===== src/sv/pid_aw_pkg.sv =====
`default_nettype none
// ----------------------------------------------------------------------------
// pid_aw_pkg
// Shared widths, sequencer states, register indexes and fixed-point helpers
// for the PID controller with integral clamp.
// ----------------------------------------------------------------------------
package pid_aw_pkg;

    // fixed-point format and datapath widths
    localparam int FRAC_BITS  = 16;
    localparam int DATA_W     = 32;
    localparam int LIM_W      = 31;
    localparam int OP_W       = DATA_W + 1;          // signed multiplier operand
    localparam int PROD_W     = 2 * OP_W;            // full product
    localparam int SUM_W      = DATA_W + 2;          // three-term sum, no overflow
    localparam int DIFF_W     = DATA_W + 1;          // error difference
    localparam int NUM_W      = DIFF_W + FRAC_BITS;  // scaled dividend
    localparam int DIV_CNT_W  = $clog2(NUM_W);
    localparam int CFG_ADDR_W = 3;

    typedef logic signed [DATA_W-1:0] t_word;

    // word commands
    typedef enum logic {
        CMD_COMPUTE = 1'b0,
        CMD_CLEAR   = 1'b1
    } t_cmd;

    // sequencer states
    typedef enum logic [3:0] {
        ST_IDLE,
        ST_MUL_INT,
        ST_ACC_INT,
        ST_DIV,
        ST_DIV_END,
        ST_MUL_P,
        ST_ACC_P,
        ST_MUL_I,
        ST_ACC_I,
        ST_MUL_D,
        ST_ACC_D,
        ST_FINISH
    } t_state;

    // configuration register indexes
    typedef enum logic [CFG_ADDR_W-1:0] {
        CFG_GAIN_P  = 3'd0,
        CFG_GAIN_I  = 3'd1,
        CFG_GAIN_D  = 3'd2,
        CFG_INT_LIM = 3'd3,
        CFG_OUT_LIM = 3'd4
    } t_cfg_idx;

    // saturation bounds at product width
    localparam logic signed [PROD_W-1:0] PROD_MAX =
        {{(PROD_W-DATA_W+1){1'b0}}, {(DATA_W-1){1'b1}}};
    localparam logic signed [PROD_W-1:0] PROD_MIN =
        {{(PROD_W-DATA_W+1){1'b1}}, {(DATA_W-1){1'b0}}};

    // rescale a product by FRAC_BITS (floor) and saturate to one word
    function automatic t_word qscale(input logic signed [PROD_W-1:0] prod);
        logic signed [PROD_W-1:0] shifted;
        shifted = prod >>> FRAC_BITS;
        if (shifted > PROD_MAX) begin
            qscale = {1'b0, {(DATA_W-1){1'b1}}};
        end else if (shifted < PROD_MIN) begin
            qscale = {1'b1, {(DATA_W-1){1'b0}}};
        end else begin
            qscale = shifted[DATA_W-1:0];
        end
    endfunction

    // symmetric clamp to +/- lim; result always fits one word
    function automatic t_word clamp_sym(input logic signed [SUM_W-1:0] x,
                                        input logic [LIM_W-1:0] lim);
        logic signed [SUM_W-1:0] pos;
        logic signed [SUM_W-1:0] neg;
        pos = $signed({{(SUM_W-LIM_W){1'b0}}, lim});
        neg = -pos;
        if (x > pos) begin
            clamp_sym = pos[DATA_W-1:0];
        end else if (x < neg) begin
            clamp_sym = neg[DATA_W-1:0];
        end else begin
            clamp_sym = x[DATA_W-1:0];
        end
    endfunction

endpackage
`default_nettype wire


===== src/sv/pid_controller_antiwindup.sv =====
`default_nettype none
// ----------------------------------------------------------------------------
// pid_controller_antiwindup
// Fixed-point PID step with clamped integral and saturated drive, built
// around one shared 33x33 multiplier and a radix-2 restoring divider.
// ----------------------------------------------------------------------------
//  channel   direction  handshake            payload
//  input     in         i_valid / o_ready    i_command, i_error_in, i_time_step
//  result    out        o_valid / i_ready    o_drive, o_skipped
//  config    in         i_cfg_wen            i_cfg_addr, i_cfg_wdata
//
//  A normal compute runs the integral multiply and accumulate, NUM_W (49)
//  restoring divider steps and a sign and saturate step for the derivative,
//  a multiply and accumulate for each of the three gain products, and a
//  final clamp and load. The first compute after reset or a clear skips
//  the divider. A clear or a zero time step jumps from idle to finish.
//  o_ready is high only in idle; a stalled result sits in the output
//  register while the next word may already be accepted, and that word's
//  result then waits in the finish state until the register is free.
//  Reset is synchronous, active low, and restores the register defaults.
// ----------------------------------------------------------------------------
module pid_controller_antiwindup (
    input  wire                                i_clk,
    input  wire                                i_rst_n,
    // configuration
    input  wire                                i_cfg_wen,
    input  wire [pid_aw_pkg::CFG_ADDR_W-1:0]   i_cfg_addr,
    input  wire [pid_aw_pkg::DATA_W-1:0]       i_cfg_wdata,
    // input words
    input  wire                                i_valid,
    output logic                               o_ready,
    input  wire                                i_command,
    input  wire signed [pid_aw_pkg::DATA_W-1:0] i_error_in,
    input  wire [pid_aw_pkg::DATA_W-1:0]       i_time_step,
    // result words
    output logic                               o_valid,
    input  wire                                i_ready,
    output logic signed [pid_aw_pkg::DATA_W-1:0] o_drive,
    output logic                               o_skipped
);
    import pid_aw_pkg::*;

    // sequencer and control state
    t_state                   r_state, n_state;
    logic                     r_out_valid, n_out_valid;
    t_word                    r_gain_p, n_gain_p;
    t_word                    r_gain_i, n_gain_i;
    t_word                    r_gain_d, n_gain_d;
    logic [LIM_W-1:0]         r_int_lim, n_int_lim;
    logic [LIM_W-1:0]         r_out_lim, n_out_lim;
    t_word                    r_integral, n_integral;
    t_word                    r_last_err, n_last_err;
    logic                     r_first_step, n_first_step;

    // working registers
    t_word                    r_err, n_err;
    logic [DATA_W-1:0]        r_dt, n_dt;
    logic signed [PROD_W-1:0] r_prod;
    logic [DATA_W-1:0]        r_rem, n_rem;
    logic [NUM_W-1:0]         r_quo, n_quo;
    logic                     r_neg, n_neg;
    logic [DIV_CNT_W-1:0]     r_cnt, n_cnt;
    logic                     r_use_deriv, n_use_deriv;
    t_word                    r_deriv, n_deriv;
    logic signed [SUM_W-1:0]  r_sum, n_sum;
    logic                     r_res_skip, n_res_skip;
    t_word                    r_drive, n_drive;
    logic                     r_skipped, n_skipped;

    // shared datapath nets
    logic signed [OP_W-1:0]   w_op_a, w_op_b;
    logic signed [PROD_W-1:0] w_prod;
    t_word                    w_term;
    logic signed [DIFF_W-1:0] w_diff;
    logic [DIFF_W-1:0]        w_mag;
    logic [DATA_W:0]          w_trial;
    logic [DATA_W:0]          w_sub;
    logic                     w_ge;
    logic signed [SUM_W-1:0]  w_int_sum;

    // multiplier operand select, one product per cycle
    always_comb begin
        case (r_state)
            ST_MUL_INT: begin
                w_op_a = {r_err[DATA_W-1], r_err};
                w_op_b = $signed({1'b0, r_dt});
            end
            ST_MUL_P: begin
                w_op_a = {r_gain_p[DATA_W-1], r_gain_p};
                w_op_b = {r_err[DATA_W-1], r_err};
            end
            ST_MUL_I: begin
                w_op_a = {r_gain_i[DATA_W-1], r_gain_i};
                w_op_b = {r_integral[DATA_W-1], r_integral};
            end
            ST_MUL_D: begin
                w_op_a = {r_gain_d[DATA_W-1], r_gain_d};
                w_op_b = {r_deriv[DATA_W-1], r_deriv};
            end
            default: begin
                w_op_a = '0;
                w_op_b = '0;
            end
        endcase
    end

    assign w_prod = w_op_a * w_op_b;
    assign w_term = qscale(r_prod);

    // error difference and its magnitude for the divider
    assign w_diff = $signed({i_error_in[DATA_W-1], i_error_in})
                  - $signed({r_last_err[DATA_W-1], r_last_err});
    assign w_mag  = w_diff[DIFF_W-1] ? DIFF_W'(-w_diff) : DIFF_W'(w_diff);

    // one restoring divide step
    assign w_trial = {r_rem, r_quo[NUM_W-1]};
    assign w_ge    = (w_trial >= {1'b0, r_dt});
    assign w_sub   = w_trial - {1'b0, r_dt};

    assign w_int_sum = SUM_W'(r_integral) + SUM_W'(w_term);

    // next state and datapath control
    always_comb begin
        n_state      = r_state;
        n_out_valid  = r_out_valid;
        n_gain_p     = r_gain_p;
        n_gain_i     = r_gain_i;
        n_gain_d     = r_gain_d;
        n_int_lim    = r_int_lim;
        n_out_lim    = r_out_lim;
        n_integral   = r_integral;
        n_last_err   = r_last_err;
        n_first_step = r_first_step;
        n_err        = r_err;
        n_dt         = r_dt;
        n_rem        = r_rem;
        n_quo        = r_quo;
        n_neg        = r_neg;
        n_cnt        = r_cnt;
        n_use_deriv  = r_use_deriv;
        n_deriv      = r_deriv;
        n_sum        = r_sum;
        n_res_skip   = r_res_skip;
        n_drive      = r_drive;
        n_skipped    = r_skipped;

        // register writes
        if (i_cfg_wen) begin
            case (t_cfg_idx'(i_cfg_addr))
                CFG_GAIN_P:  n_gain_p  = i_cfg_wdata;
                CFG_GAIN_I:  n_gain_i  = i_cfg_wdata;
                CFG_GAIN_D:  n_gain_d  = i_cfg_wdata;
                CFG_INT_LIM: n_int_lim = i_cfg_wdata[LIM_W-1:0];
                CFG_OUT_LIM: n_out_lim = i_cfg_wdata[LIM_W-1:0];
                default: ;
            endcase
        end

        // result taken
        if (r_out_valid && i_ready) begin
            n_out_valid = 1'b0;
        end

        case (r_state)
            ST_IDLE: begin
                if (i_valid) begin
                    n_sum = '0;
                    if (i_command == CMD_CLEAR) begin
                        // clear: reset integral, restart derivative
                        n_integral   = '0;
                        n_last_err   = '0;
                        n_first_step = 1'b1;
                        n_res_skip   = 1'b1;
                        n_state      = ST_FINISH;
                    end else if (i_time_step == '0) begin
                        n_res_skip = 1'b1;
                        n_state    = ST_FINISH;
                    end else begin
                        n_err        = i_error_in;
                        n_dt         = i_time_step;
                        n_neg        = w_diff[DIFF_W-1];
                        n_quo        = {w_mag, {FRAC_BITS{1'b0}}};
                        n_rem        = '0;
                        n_cnt        = '0;
                        n_use_deriv  = !r_first_step;
                        n_first_step = 1'b0;
                        n_last_err   = i_error_in;
                        n_res_skip   = 1'b0;
                        n_state      = ST_MUL_INT;
                    end
                end
            end
            ST_MUL_INT: n_state = ST_ACC_INT;
            ST_ACC_INT: begin
                n_integral = clamp_sym(w_int_sum, r_int_lim);
                if (r_use_deriv) begin
                    n_state = ST_DIV;
                end else begin
                    n_deriv = '0;
                    n_state = ST_MUL_P;
                end
            end
            ST_DIV: begin
                n_rem = w_ge ? w_sub[DATA_W-1:0] : w_trial[DATA_W-1:0];
                n_quo = {r_quo[NUM_W-2:0], w_ge};
                n_cnt = r_cnt + 1'b1;
                if (r_cnt == DIV_CNT_W'(NUM_W - 1)) begin
                    n_state = ST_DIV_END;
                end
            end
            ST_DIV_END: begin
                // apply sign, saturate quotient to one word
                if (!r_neg) begin
                    if (|r_quo[NUM_W-1:DATA_W-1]) begin
                        n_deriv = {1'b0, {(DATA_W-1){1'b1}}};
                    end else begin
                        n_deriv = r_quo[DATA_W-1:0];
                    end
                end else begin
                    if ((|r_quo[NUM_W-1:DATA_W])
                        || (r_quo[DATA_W-1] && (|r_quo[DATA_W-2:0]))) begin
                        n_deriv = {1'b1, {(DATA_W-1){1'b0}}};
                    end else begin
                        n_deriv = -r_quo[DATA_W-1:0];
                    end
                end
                n_state = ST_MUL_P;
            end
            ST_MUL_P: n_state = ST_ACC_P;
            ST_ACC_P: begin
                n_sum   = r_sum + SUM_W'(w_term);
                n_state = ST_MUL_I;
            end
            ST_MUL_I: n_state = ST_ACC_I;
            ST_ACC_I: begin
                n_sum   = r_sum + SUM_W'(w_term);
                n_state = ST_MUL_D;
            end
            ST_MUL_D: n_state = ST_ACC_D;
            ST_ACC_D: begin
                n_sum   = r_sum + SUM_W'(w_term);
                n_state = ST_FINISH;
            end
            ST_FINISH: begin
                // load output register once it is free
                if (!r_out_valid || i_ready) begin
                    n_out_valid = 1'b1;
                    n_drive     = clamp_sym(r_sum, r_out_lim);
                    n_skipped   = r_res_skip;
                    n_state     = ST_IDLE;
                end
            end
            default: n_state = ST_IDLE;
        endcase
    end

    // control registers
    always_ff @(posedge i_clk) begin
        if (!i_rst_n) begin
            r_state      <= ST_IDLE;
            r_out_valid  <= 1'b0;
            r_gain_p     <= '0;
            r_gain_i     <= '0;
            r_gain_d     <= '0;
            r_int_lim    <= '1;
            r_out_lim    <= '1;
            r_integral   <= '0;
            r_last_err   <= '0;
            r_first_step <= 1'b1;
        end else begin
            r_state      <= n_state;
            r_out_valid  <= n_out_valid;
            r_gain_p     <= n_gain_p;
            r_gain_i     <= n_gain_i;
            r_gain_d     <= n_gain_d;
            r_int_lim    <= n_int_lim;
            r_out_lim    <= n_out_lim;
            r_integral   <= n_integral;
            r_last_err   <= n_last_err;
            r_first_step <= n_first_step;
        end
    end

    // datapath registers
    always_ff @(posedge i_clk) begin
        r_err       <= n_err;
        r_dt        <= n_dt;
        r_prod      <= w_prod;
        r_rem       <= n_rem;
        r_quo       <= n_quo;
        r_neg       <= n_neg;
        r_cnt       <= n_cnt;
        r_use_deriv <= n_use_deriv;
        r_deriv     <= n_deriv;
        r_sum       <= n_sum;
        r_res_skip  <= n_res_skip;
        r_drive     <= n_drive;
        r_skipped   <= n_skipped;
    end

    assign o_ready   = (r_state == ST_IDLE);
    assign o_valid   = r_out_valid;
    assign o_drive   = r_drive;
    assign o_skipped = r_skipped;

endmodule
`default_nettype wire


===== config.mk =====
export PLATFORM = sky130hd
export DESIGN_NAME = pid_controller_antiwindup
export DESIGN_NICKNAME = d
export VERILOG_FILES = /design/src/sv/pid_aw_pkg.sv /design/src/sv/pid_controller_antiwindup.sv
export SDC_FILE = /design/constraint.sdc
export NUM_CORES = 2
export LEC_CHECK = 0
export BUFFER_PORTS_ARGS = -buffer_cell sky130_fd_sc_hd__buf_4
export CELL_PAD_IN_SITES_DETAIL_PLACEMENT = 0
export CELL_PAD_IN_SITES_GLOBAL_PLACEMENT = 1
export CORE_UTILIZATION = 52
export CTS_BUF_LIST = sky130_fd_sc_hd__clkbuf_4 sky130_fd_sc_hd__clkbuf_8
export DETAILED_ROUTE_END_ITERATION = 6
export GPL_TIMING_DRIVEN = 0
export MAX_ROUTING_LAYER = met4
export PLACE_DENSITY_LB_ADDON = 0.1
export SLEW_MARGIN = 15
export SYNTH_ARGS = -nofsm -noshare
export SYNTH_HDL_FRONTEND = slang
export SYNTH_SLANG_ARGS = --single-unit

===== constraint.sdc =====
create_clock -name i_clk -period 13.5 [get_ports i_clk]
set_clock_uncertainty 0.2 [all_clocks]
set_input_delay 0.675 -clock i_clk [delete_from_list [all_inputs] [get_ports i_clk]]
set_output_delay 0.675 -clock i_clk [all_outputs]
set_load 0.03 [all_outputs]

==> results.md <==
- Outcome: finished, final reports clean
- Largest net degree at the start of global routing: 40
- HP Class: in -> reg
- Initial antenna violation count: 12
- Top cells by area, synth: fa_1 (32%), edfxtp_1 (11%), ha_1 (8.4%)
- Final setup vio count: 0
- Post-Syn Nets: 9,704
- Startpoint of the worst-slack reg-to-reg timing path: r_state[0]
- First-pass GRT wire length: just over 400 mm
- Hold Path Stages: 3
- R2R depth: 32
- Final Worst Setup Slack: a little under 0.2 ns
- Starting Density: ~53%
- GRT Residual Overflow: 0
- Worst EP arrival: roughly 14 ns
- DRC Markers: 0
- P&R area growth vs syn: 9.269%
- Peak supply drop: between 200 and 250 µV
- Layout cells sized above 1: roughly 5.2%
- Post-Place Setup Slack: -0.7139 ns
- EDFF count, synth: 253
- Reg2reg setup slack: around 0.19 ns
- Clk slew on worst S/H paths: 0.07 ns
- CTS buffer count: between 90 and 100
- Power Dens Cells: 208.9 nW/µm²
- Total power draw: between 15 and 20 mW
- Die footprint: approximately 140,000 µm²
- Worst Hold Launch: i_cfg_wdata[24]
- DRT Pass-1 Iters: 7
- TritonCTS clock tree: built
- RSZ-0062 raised after global routing: false
- Max-Slew Margin vs Limit: about 7.7%
- Slowest cell on the critical path: clkbuf_1
- Cell chosen for the clock root: clkbuf_8
- Max Slew Vio Count: 0
- Worst r2r dst: r_prod[64]
- Critical Path End Type: flop
- Hold EP: r_gain_d[24]
- Nets: 10,040
- FF+latch count, synth: around 530
- Post-synth top area cell: fa_1
- Worst-margin pin slew: between 1 and 1.5 ns
- Crit path top cell by count: fa_1
- Iter 0 DRT Violations: ~7,000
- GRT Overall Usage: between 40 and 50%
- Final Hold Fails: 0
- Core area: between 100,000 and 150,000 µm²
- Post-Syn Instances: approximately 8,000
- Max-Cap Viols: 0
- # fillers: ~12,000
- Die Y: about 370 µm
- WL/cell: 27.80 µm
- Sequential area share after synthesis: approximately a fifth
- Vias in the first global route: between 60,000 and 70,000
- Worst endpoint required time: between 10 and 15 ns
- PortBufs: roughly 140
- Fin area: 77,000 µm²
- Syn Area/Cell: about 8.8 µm²
- Htree depth: 3
- Worst Path Max Fanout: 10
- Most frequent cells after synthesis: inv_1 (1,313), nand2_1 (1,182), fa_1 (1,125)
- HPWL reported at the end of detailed placement: ~230 mm
- Critical Path Max Stage Delay: between 0.8 and 0.9 ns
- Post-route ant nets: 0
- WS Path Type: reg -> reg
- Total number of vias: just over 60,000
- Setup TNS: 0 ns
- Fin crit period: between 10 and 15 ns
- Synth Cell Area: 70,460 µm²
- Leak: around 36 nW
- Clock sinks: about 530
- Worst-Skew Late Latency: between 0.8 and 0.9 ns
- Top_reg_cell synth: dfxtp_1
- Tcrit/Tclk final: about 100%
- Dpl cell area: approximately 74,000 µm²
- GPL Wtd Cong: between 1 and 1.5
- Deepest clock path buffer count: 3
- Chip Width: 370.1 µm
- Fmax: 75.16 MHz
- Post-CTS Setup Bufs: 0
- Asr flop ratio synth: 0%
- Rows: ~130
- Final Hold Slack: between 0.015 and 0.02 ns
- Post-synthesis cell type count: between 90 and 100
- Via/cell ratio: around 6.0
- Routed WL: 283.4 mm
- Ports: between 100 and 150
- CP Launch Type: flop
- Most frequent cell after synthesis: inv_1
- Yosys warnings: 0
- Yosys top cell area share: about a third
-- per-stage QoR --
step	util [%]	instances
2_1_floorplan	-	7999
3_3_place_gp	55.03	9906
3_5_place_dp	55.27	9918
4_1_cts	57.39	10180
5_1_grt	57.47	10190
6_report	57.48	10200
-- power breakdown --
group	internal, mW	switching (mW)	total [mW]
Combinational	3.99	7.95	11.9
Clock	0.840	0.771	1.61
Sequential	2.17	0.362	2.53
Total	7.00	9.09	16.1
-- cell type report --
cell class / count / area (µm²) / area share, %
Timing Repair Buffer: 240 / 2180 / 2.831
Buffer: 384 / 1518 / 1.971
Multi-Input combinational cell: 5767 / 51010 / 66.25
Clock buffer: 129 / 1619 / 2.103
Clock inverter: 43 / 316.6 / 0.4111
Antenna cell: 18 / 45.04 / 0.05850
Tap cell: 1768 / 2212 / 2.873
Inverter: 1315 / 4936 / 6.411
Sequential cell: 531 / 13160 / 17.10
-- worst max-delay path, delay by kind of cell, from the launching register on --
family,cells,cell delay [ns]
fa+ha+maj,9,4.50
buf+inv,9,3.80
xor+xnor,1,0.22
simple gates,8,2.74
compound gates,5,1.29
flops,1,0.39
-- layout by cell type (no fill, tap or decap), types with 20 or more instances in the layout --
cell / n
nor2b_1: 39
nor3b_1: 24
a31oi_1: 29
dfxtp_1: 278
o21a_1: 31
o21ai_0: 172
and3_1: 33
a211oi_1: 33
clkinv_2: 20
nand3_1: 93
a21oi_1: 372
clkbuf_2: 34
ha_1: 475
a21o_1: 159
edfxtp_1: 253
clkbuf_1: 325
o21bai_1: 32
or3_1: 27
fa_1: 1123
nor4_1: 38
nor2_1: 785
o31ai_1: 22
xor2_1: 84
nand2_1: 1179
and2_1: 90
clkbuf_4: 26
mux2i_1: 58
nor3_1: 78
dlygate4sd3_1: 88
a22oi_1: 147
clkbuf_8: 104
nand4_1: 69
nand2b_1: 39
a21boi_0: 27
o211ai_1: 87
inv_1: 1313
xnor2_1: 168
buf_4: 140
-- registers in the layout, indices dropped and copies added, names as in the netlist, 4 cells and up --
register	flops
r_prod	50
r_quo	49
r_sum	34
o_drive	32
r_deriv	32
r_dt	32
r_err	32
r_gain_d	32
r_gain_i	32
r_gain_p	32
r_integral	32
r_last_err	32
r_rem	32
r_int_lim	31
r_out_lim	31
r_cnt	6
r_state	4
-- worst max-delay path by stage --
stage	start	endpoint	slack, ns
2_1_floorplan	r_state[2]	r_prod[63]	3.51
3_3_place_gp	r_state[2]	r_prod[47]	-0.68
3_5_place_dp	r_state[1]	r_prod[47]	-0.71
4_1_cts	r_state[1]	r_prod[47]	0.1
5_1_grt	r_state[0]	r_prod[63]	0.04
6_report	r_state[0]	r_prod[64]	0.19
-- timing repair --
item | 4_1_cts | 5_1_grt
gates resized for setup | 12 | 50
hold buffers | 88 | 0
hold endpoints to repair | 150 | 0
endpoints found under the setup margin | 14 | 17
-- per-layer routing --
layer	vias to the layer above	wire, µm	GRT usage, %
li1	26430	-	-
met1	30170	113000	56.32
met2	3338	116900	59.84
met3	797	33860	12.64
met4	0	19640	24.01
met5	-	0	-
-- cell families after synthesis --
| family | synth area share (%) |
|---|---|
| simple gates | 15.74 |
| xor+xnor | 3.132 |
| buf+inv | 9.075 |
| compound gates | 11.90 |
| flops | 18.68 |
| mux | 1.080 |
| fa+ha+maj | 40.40 |
Power figures use the tool's default switching activity.
